### src/design/clod_pkg.sv
// Package for the cluster LOD cut selector: item types, register indexes and widths.
package clod_pkg;

  localparam int ACC_W = 78;
  localparam int RAD_W = 68;
  localparam int ROOT_W = 34;
  localparam int REM_W = 35;

  localparam logic [2:0] REG_CAM_X = 3'd0;
  localparam logic [2:0] REG_CAM_Y = 3'd1;
  localparam logic [2:0] REG_CAM_Z = 3'd2;
  localparam logic [2:0] REG_NEAR = 3'd3;
  localparam logic [2:0] REG_PROJ = 3'd4;
  localparam logic [2:0] REG_ROWS = 3'd5;
  localparam logic [2:0] REG_LIMIT = 3'd6;
  localparam logic [2:0] REG_CAP = 3'd7;

  localparam logic [16:0] HIT_CEIL = 17'd65536;
  localparam logic [31:0] INF_ERROR = 32'hFFFF_FFFF;

  typedef struct packed {
    logic signed [31:0] own_center_x;
    logic signed [31:0] own_center_y;
    logic signed [31:0] own_center_z;
    logic [30:0]        own_radius;
    logic [31:0]        own_error;
    logic signed [31:0] coarse_center_x;
    logic signed [31:0] coarse_center_y;
    logic signed [31:0] coarse_center_z;
    logic [30:0]        coarse_radius;
    logic [31:0]        coarse_error;
    logic               final_cluster;
  } in_item_t;

  typedef struct packed {
    logic [15:0] cluster_number;
    logic        draw;
    logic        fits;
    logic [16:0] hits_so_far;
    logic        mesh_done;
  } out_item_t;

endpackage

### src/design/cluster_lod_cut_select.sv
// Top level of the cluster LOD cut selector: bit-serial error test of both levels.
// Each item is one mesh cluster. For its own and its coarser level the block squares
// the three center offsets with a one-bit-per-cycle shift-and-add multiplier, each
// after a load state, takes a floor square root two radicand bits per cycle, clamps
// the distance to the near plane and then forms error*projection*rows and near*limit
// on the same serial multiplier. A level with an all-ones error skips all of that.
// The next item is not accepted before the previous one has reached the output
// register, set by the single shared serial multiplier and root unit, and the input
// is stalled while an item is in work. The result waits in an output register, so the
// next item is taken while the previous result is still stalled.
module cluster_lod_cut_select (
  input  logic                clk,
  input  logic                rst_n,
  input  logic                in_valid,
  output logic                in_stall,
  input  clod_pkg::in_item_t  in_data,
  output logic                out_valid,
  input  logic                out_stall,
  output clod_pkg::out_item_t out_data,
  input  logic                cfg_we,
  input  logic [2:0]          cfg_idx,
  input  logic [31:0]         cfg_data
);

  localparam logic [3:0] ST_IDLE  = 4'd0;
  localparam logic [3:0] ST_START = 4'd1;
  localparam logic [3:0] ST_LOAD  = 4'd2;
  localparam logic [3:0] ST_SQ    = 4'd3;
  localparam logic [3:0] ST_SQRT  = 4'd4;
  localparam logic [3:0] ST_NEAR  = 4'd5;
  localparam logic [3:0] ST_MUL1  = 4'd6;
  localparam logic [3:0] ST_MUL2  = 4'd7;
  localparam logic [3:0] ST_MUL3  = 4'd8;
  localparam logic [3:0] ST_FIN   = 4'd9;

  // Configuration registers.
  logic signed [31:0] cam_x_r, cam_y_r, cam_z_r;
  logic [30:0]        near_cfg_r, proj_r, limit_r;
  logic [14:0]        rows_r;
  logic [16:0]        cap_r;

  always_ff @(posedge clk) begin
    if (!rst_n) begin
      cam_x_r    <= '0;
      cam_y_r    <= '0;
      cam_z_r    <= '0;
      near_cfg_r <= 31'd6554;
      proj_r     <= 31'd65536;
      rows_r     <= 15'd1080;
      limit_r    <= 31'd65536;
      cap_r      <= 17'd65536;
    end else if (cfg_we) begin
      case (cfg_idx)
        clod_pkg::REG_CAM_X: cam_x_r    <= cfg_data;
        clod_pkg::REG_CAM_Y: cam_y_r    <= cfg_data;
        clod_pkg::REG_CAM_Z: cam_z_r    <= cfg_data;
        clod_pkg::REG_NEAR:  near_cfg_r <= cfg_data[30:0];
        clod_pkg::REG_PROJ:  proj_r     <= cfg_data[30:0];
        clod_pkg::REG_ROWS:  rows_r     <= cfg_data[14:0];
        clod_pkg::REG_LIMIT: limit_r    <= cfg_data[30:0];
        clod_pkg::REG_CAP:   cap_r      <= cfg_data[16:0];
        default: ;
      endcase
    end
  end

  // Sequencer and datapath registers.
  logic [3:0]                   state_r;
  clod_pkg::in_item_t           item_r;
  logic                         met_r;
  logic [1:0]                   axis_r;
  logic [1:0]                   ex_r;
  logic [5:0]                   cnt_r;
  logic [clod_pkg::ACC_W-1:0]   mc_r, acc_r, lhs_r;
  logic [32:0]                  mp_r;
  logic [clod_pkg::RAD_W-1:0]   rad_r;
  logic [clod_pkg::REM_W-1:0]   rem_r;
  logic [clod_pkg::ROOT_W-1:0]  root_r;
  logic [33:0]                  near_r;
  logic [15:0]                  idx_r;
  logic [16:0]                  hit_r;
  logic                         out_valid_r;
  clod_pkg::out_item_t          out_r;

  // Fields of the level under test.
  logic signed [31:0] cen;
  logic signed [31:0] cam;
  logic [30:0]        radius;
  logic [31:0]        err;
  logic signed [32:0] diff;
  logic [32:0]        mag;

  always_comb begin
    case (axis_r)
      2'd0:    begin
        cen = met_r ? item_r.coarse_center_x : item_r.own_center_x;
        cam = cam_x_r;
      end
      2'd1:    begin
        cen = met_r ? item_r.coarse_center_y : item_r.own_center_y;
        cam = cam_y_r;
      end
      default: begin
        cen = met_r ? item_r.coarse_center_z : item_r.own_center_z;
        cam = cam_z_r;
      end
    endcase
    radius = met_r ? item_r.coarse_radius : item_r.own_radius;
    err    = met_r ? item_r.coarse_error : item_r.own_error;
    diff   = 33'(cen) - 33'(cam);
    mag    = diff[32] ? 33'(-diff) : 33'(diff);
  end

  // One step of the serial multiplier.
  logic [clod_pkg::ACC_W-1:0] acc_nxt;
  assign acc_nxt = acc_r + (mp_r[0] ? mc_r : '0);

  // One step of the square root, two radicand bits per cycle.
  logic [clod_pkg::REM_W+1:0] rem2, trial;
  logic                       take;
  assign rem2  = {rem_r, rad_r[clod_pkg::RAD_W-1 -: 2]};
  assign trial = {1'b0, root_r, 2'b01};
  assign take  = rem2 >= trial;

  // Near distance with clamp; the distance minus the radius may be negative.
  logic signed [35:0] near_raw;
  logic [30:0]        near_min;
  assign near_raw = 36'(root_r) - 36'(radius);
  assign near_min = (near_cfg_r == '0) ? 31'd1 : near_cfg_r;

  logic [clod_pkg::ACC_W:0] rhs;
  assign rhs = {acc_nxt, 1'b0};

  logic out_free;
  assign out_free = !out_valid_r || !out_stall;

  logic draw, fits;
  assign draw = !ex_r[0] && ex_r[1];
  assign fits = draw && (hit_r < cap_r);

  // The result register is loaded as the finish state ends and stays full until taken.
  always_ff @(posedge clk) begin
    if (!rst_n) begin
      out_valid_r <= 1'b0;
    end else if (state_r == ST_FIN && out_free) begin
      out_valid_r <= 1'b1;
    end else if (!out_stall) begin
      out_valid_r <= 1'b0;
    end
  end

  always_ff @(posedge clk) begin
    if (!rst_n) begin
      state_r     <= ST_IDLE;
      idx_r       <= '0;
      hit_r       <= '0;
    end else begin
      case (state_r)
        ST_IDLE: begin
          if (in_valid) begin
            item_r  <= in_data;
            met_r   <= 1'b0;
            state_r <= ST_START;
          end
        end
        ST_START: begin
          if (err == clod_pkg::INF_ERROR) begin
            ex_r[met_r] <= 1'b1;
            met_r       <= 1'b1;
            state_r     <= met_r ? ST_FIN : ST_START;
          end else begin
            axis_r  <= 2'd0;
            acc_r   <= '0;
            state_r <= ST_LOAD;
          end
        end
        ST_LOAD: begin
          mc_r    <= clod_pkg::ACC_W'(mag);
          mp_r    <= mag;
          cnt_r   <= 6'd33;
          state_r <= ST_SQ;
        end
        ST_SQ: begin
          if (cnt_r == 6'd1) begin
            if (axis_r == 2'd2) begin
              rad_r   <= clod_pkg::RAD_W'(acc_nxt);
              rem_r   <= '0;
              root_r  <= '0;
              cnt_r   <= 6'(clod_pkg::ROOT_W);
              state_r <= ST_SQRT;
            end else begin
              acc_r   <= acc_nxt;
              axis_r  <= axis_r + 2'd1;
              state_r <= ST_LOAD;
            end
          end else begin
            acc_r <= acc_nxt;
            mc_r  <= mc_r << 1;
            mp_r  <= mp_r >> 1;
            cnt_r <= cnt_r - 6'd1;
          end
        end
        ST_SQRT: begin
          rem_r  <= take ? clod_pkg::REM_W'(rem2 - trial) : clod_pkg::REM_W'(rem2);
          root_r <= {root_r[clod_pkg::ROOT_W-2:0], take};
          rad_r  <= rad_r << 2;
          cnt_r  <= cnt_r - 6'd1;
          if (cnt_r == 6'd1) state_r <= ST_NEAR;
        end
        ST_NEAR: begin
          near_r  <= (near_raw > $signed(36'(near_min))) ? near_raw[33:0] : 34'(near_min);
          mc_r    <= clod_pkg::ACC_W'(err);
          mp_r    <= 33'(proj_r);
          acc_r   <= '0;
          cnt_r   <= 6'd31;
          state_r <= ST_MUL1;
        end
        ST_MUL1: begin
          if (cnt_r == 6'd1) begin
            mc_r    <= acc_nxt;
            mp_r    <= 33'(rows_r);
            acc_r   <= '0;
            cnt_r   <= 6'd15;
            state_r <= ST_MUL2;
          end else begin
            acc_r <= acc_nxt;
            mc_r  <= mc_r << 1;
            mp_r  <= mp_r >> 1;
            cnt_r <= cnt_r - 6'd1;
          end
        end
        ST_MUL2: begin
          if (cnt_r == 6'd1) begin
            lhs_r   <= acc_nxt;
            mc_r    <= clod_pkg::ACC_W'(near_r);
            mp_r    <= 33'(limit_r);
            acc_r   <= '0;
            cnt_r   <= 6'd31;
            state_r <= ST_MUL3;
          end else begin
            acc_r <= acc_nxt;
            mc_r  <= mc_r << 1;
            mp_r  <= mp_r >> 1;
            cnt_r <= cnt_r - 6'd1;
          end
        end
        ST_MUL3: begin
          if (cnt_r == 6'd1) begin
            // The right side carries the factor of two from the halved projection.
            ex_r[met_r] <= {1'b0, lhs_r} > rhs;
            met_r       <= 1'b1;
            state_r     <= met_r ? ST_FIN : ST_START;
          end else begin
            acc_r <= acc_nxt;
            mc_r  <= mc_r << 1;
            mp_r  <= mp_r >> 1;
            cnt_r <= cnt_r - 6'd1;
          end
        end
        ST_FIN: begin
          if (out_free) begin
            out_r.cluster_number <= idx_r;
            out_r.draw           <= draw;
            out_r.fits           <= fits;
            out_r.hits_so_far    <= (draw && hit_r < clod_pkg::HIT_CEIL) ? hit_r + 17'd1
                                                                         : hit_r;
            out_r.mesh_done      <= item_r.final_cluster;
            if (item_r.final_cluster) begin
              idx_r <= '0;
              hit_r <= '0;
            end else begin
              idx_r <= idx_r + 16'd1;
              if (draw && hit_r < clod_pkg::HIT_CEIL) hit_r <= hit_r + 17'd1;
            end
            state_r <= ST_IDLE;
          end
        end
        default: state_r <= ST_IDLE;
      endcase
    end
  end

  assign in_stall  = state_r != ST_IDLE;
  assign out_valid = out_valid_r;
  assign out_data  = out_r;

endmodule
### config.mk
export PLATFORM = sky130hd
export DESIGN_NAME = cluster_lod_cut_select
export DESIGN_NICKNAME = d
export VERILOG_FILES = /design/src/design/clod_pkg.sv /design/src/design/cluster_lod_cut_select.sv
export SDC_FILE = /design/constraint.sdc
export NUM_CORES = 2
export LEC_CHECK = 0
export BUFFER_PORTS_ARGS = -buffer_cell sky130_fd_sc_hd__buf_2
export CAP_MARGIN = 15
export CORE_UTILIZATION = 55
export CTS_BUF_LIST = sky130_fd_sc_hd__clkbuf_4
export DETAILED_ROUTE_END_ITERATION = 10
export PLACE_DENSITY = 0.74
export SKIP_LAST_GASP = 1
export SYNTH_ARGS = -nofsm -noshare
export SYNTH_HDL_FRONTEND = slang
export SYNTH_SLANG_ARGS = --single-unit
### constraint.sdc
create_clock -name clk -period 23.6 [get_ports clk]
set_input_delay 2.36 -clock clk [delete_from_list [all_inputs] [get_ports clk]]
set_output_delay 2.36 -clock clk [all_outputs]
set_load 0.01 [all_outputs]
==> reports/results.tsv <==
stage	metric	value	unit
run_status	outcome	complete, but fails checks	
run_status	violations	DRC	
clock_tree	clock_latency	1210	ps
worst_setup_path	worst_ep_required_time	24470	ps
floorplanning	die_h	321.5	um
global_routing	antenna_found_initial	14	
timing	finClkSkew	130.6	ps
worst_hold_path	whs_path_depth	0	
synth	ys_top_cells_by_count	edfxtp_1 (804), nand2_1 (798), nor2_1 (340)	
synth	async_flop_share	0	
floorplanning	pin_count	397	
timing	worst-slew-pin-transition	1216	ps
timing	finalMaxSlewViolations	0	
clock_tree	cts_sinks	1063	
global_routing	grt_max_degree	160	
global_routing	grt_pass1_wl	242700	um
power_and_ir_drop	p_per_area	106.3	nW/um^2
drt	routed_wl	158600	um
clock_tree	postCtsHoldBufs	0	
worst_setup_path	critPathKind	flop to flop	
placed_design	dp.cells	6875	
global_routing	grt_pass1_vias	42760	
worst_hold_path	hp-class	flop to flop	
global_routing	overflow	0	
floorplanning	dieArea	103400	um^2
clock_tree	cts_tree	built	
floorplanning	coreArea	100600	um^2
finish	area_growth	12.22	%
synth	yosys.area.top_type	edfxtp_1	
clock_tree	cts_buffer_depth	4	
synth	synth_flop_cell	edfxtp_1	
drt	drtIter0Drc	4954	
worst_hold_path	min_to	out_data[35]	
power_and_ir_drop	leakage	24.15	nW
worst_setup_path	critPathLaunchType	flop	
floorplanning	initial_core_util	0.5583	
synth	syn_area	56160	um^2
worst_setup_path	arrival	7860	ps
synth	ys_warn_count	0	
clock_tree	postCtsSetupBuffers	0	
worst_setup_path	r2r_slack	16610	ps
timing	period_needed	6988	ps
worst_setup_path	rr_worst_depth	25	
clock_tree	clk_pin_slew	70	ps
synth	synth-edff-count	804	
worst_setup_path	timing.critical_path.fanout_max	78	
synth	avgSynthCellArea	10.48	um^2
power_and_ir_drop	power	0.006699	W
timing	fin_crit_sh	0.2961	
synth	ys_types	98	
placed_design	dp_hpwl	112200	um
timing	setup_viol	0	
timing	fin_setup_tns	0	ps
worst_hold_path	worstHoldStart	idx_r[15]	
drt	detail-route-antenna-nets	0	
clock_tree	root_buffer	clkbuf_4	
timing	rsz0062_at_grt	false	
drt	drc_errors	1	
synth	ys_seq_elements	1063	
drt	wl_per_cell	21.44	um
synth	synth_seq_area_share	0.5223	
worst_setup_path	worstReg2RegStart	mp_r[0]	
placed_design	port_buffers	396	
drt	viasPerCell	5.974	
worst_setup_path	endpoint_kind	flop	
placed_design	gp_congestion	0.9602	
worst_setup_path	regToRegEndpoint	ex_r[1]	
finish	drive_above_1_share	0.1766	
timing	final-hold-violation-count	0	
power_and_ir_drop	ir_drop	0.00007233	V
synth	netlist.area_leader.share	0.4299	
finish	instances_no_fill	7398	
synth	syn-num-nets	6021	
floorplanning	rows	116	
finish	nets	6484	
floorplanning	die_width	321.5	um
clock_tree	htree_num_levels	5	
global_routing	grt_use_total	0.3027	
finish	nFillCells	8250	
synth	synthMostInstantiatedCell	edfxtp_1	
synth	ys_top_cells_by_area	edfxtp_1 (43%), dfxtp_1 (9.2%), ha_1 (6.8%)	
drt	num_vias	44190	
drt	drt_first_pass_iters	11	
synth	synthCells	5356	
run	max_cap_violations	0	
timing	fmax	143.1	MHz
clock_tree	cts_resized	0	
timing	relSlewSlack	0.1892	
clock_tree	numCtsBuffers	298	
==> per-layer routing <==
layer  part of all wire  vias up  track usage
li1                   -    20780            -
met1               0.42    21060       0.4067
met2               0.46     2015       0.4803
met3              0.086      337      0.06017
met4              0.036       10       0.1217
met5            0.00035        -            0
==> sequential cells by signal, indices dropped and copies added (netlist names), 6 cells and up <==
register / cells
hit_r: 17
cam_y_r: 32
mp_r: 33
item_r: 319
mc_r: 78
lhs_r: 78
cam_x_r: 32
acc_r: 78
cap_r: 17
near_cfg_r: 31
limit_r: 31
root_r: 34
cnt_r: 6
rad_r: 68
out_data: 36
idx_r: 16
near_r: 34
rows_r: 15
proj_r: 31
cam_z_r: 32
rem_r: 35
==> layout make-up <==
type	count	area [um^2]	share of cell area
flip-flops and latches	1063	29330	0.4654
multi-input cells	3791	25060	0.3976
clock buffers	432	3243	0.05146
repair buffers	449	2434	0.03862
well taps	1357	1698	0.02694
inverters	216	810.8	0.01287
clock inverters	78	417.9	0.006632
diodes	12	30.03	0.0004765
==> worst max path at each step <==
stage                  from         to  slack [ps]  depth (start not counted)
CTS                 mp_r[0]    ex_r[1]       16690                         25
floorplan             rst_n  item_r[0]        6430                          4
global placement    mp_r[0]    ex_r[1]       16840                         25
global route        mp_r[0]    ex_r[1]       16150                         25
finish              mp_r[0]    ex_r[1]       16610                         25
detailed placement  mp_r[0]    ex_r[1]       16770                         25
==> cell families after synthesis <==
logic type               share of synthesized area
AO/OA/AOI/OAI                               0.1689
multiplexers                               0.03155
XOR/XNOR                                   0.03347
flip-flops                                  0.5223
adder cells (fa/ha/maj)                    0.06929
AND/OR/NAND/NOR                             0.1400
buffers and inverters                      0.03458
==> placed cells by master (no fill, tap or decap), types with 114 or more instances in the layout <==
master    count
buf_2       395
ha_1        301
dfxtp_1     259
o21ai_0     245
a21boi_0    210
a21oi_1     295
nand3_1     114
clkbuf_4    432
nand2_1     797
a21o_1      122
nor2_1      330
edfxtp_1    804
inv_1       216
==> worst max-delay path, stage by stage (launching register included) <==
cell and delay, ps:
edfxtp_1 320, buf_4 590, nand2_1 200, inv_1 100, ha_1 240, a211oi_1 350, o211ai_1 220, a32oi_1 570
a2111oi_0 300, nor2_1 380, o21ai_0 270, a21oi_1 300, nor2_1 60, nor2_1 150, xor2_1 370, ha_1 320
a21oi_1 150, nor2b_1 60, o21ai_0 140, nand2b_1 70, a221oi_1 260, o221ai_1 180, a21oi_1 330, o221ai_1 330
a31oi_1 250, a21oi_1 90
==> through the flow <==
| step | setup WS (ps) | hold slack, ps | instance area (um^2) | utilization |
|---|---|---|---|---|
| final | 16610 | 461.3 | 63020 | 0.6265 |
| after detailed placement | 16770 | 444.7 | 59300 | 0.5896 |
| after CTS | 16690 | 460.7 | 62960 | 0.6260 |
| after floorplan | 6431 | 429.2 | 56160 | - |
| after global routing | 16150 | 479.2 | 63010 | 0.6265 |
| after global placement | 16840 | 441.4 | 59290 | 0.5894 |
==> power breakdown <==
part | internal (W) | switching [W]
Sequential | 0.00237 | 0.0000858
Clock | 0.000882 | 0.000775
Combinational | 0.000893 | 0.00170
Power figures use the tool's default switching activity.
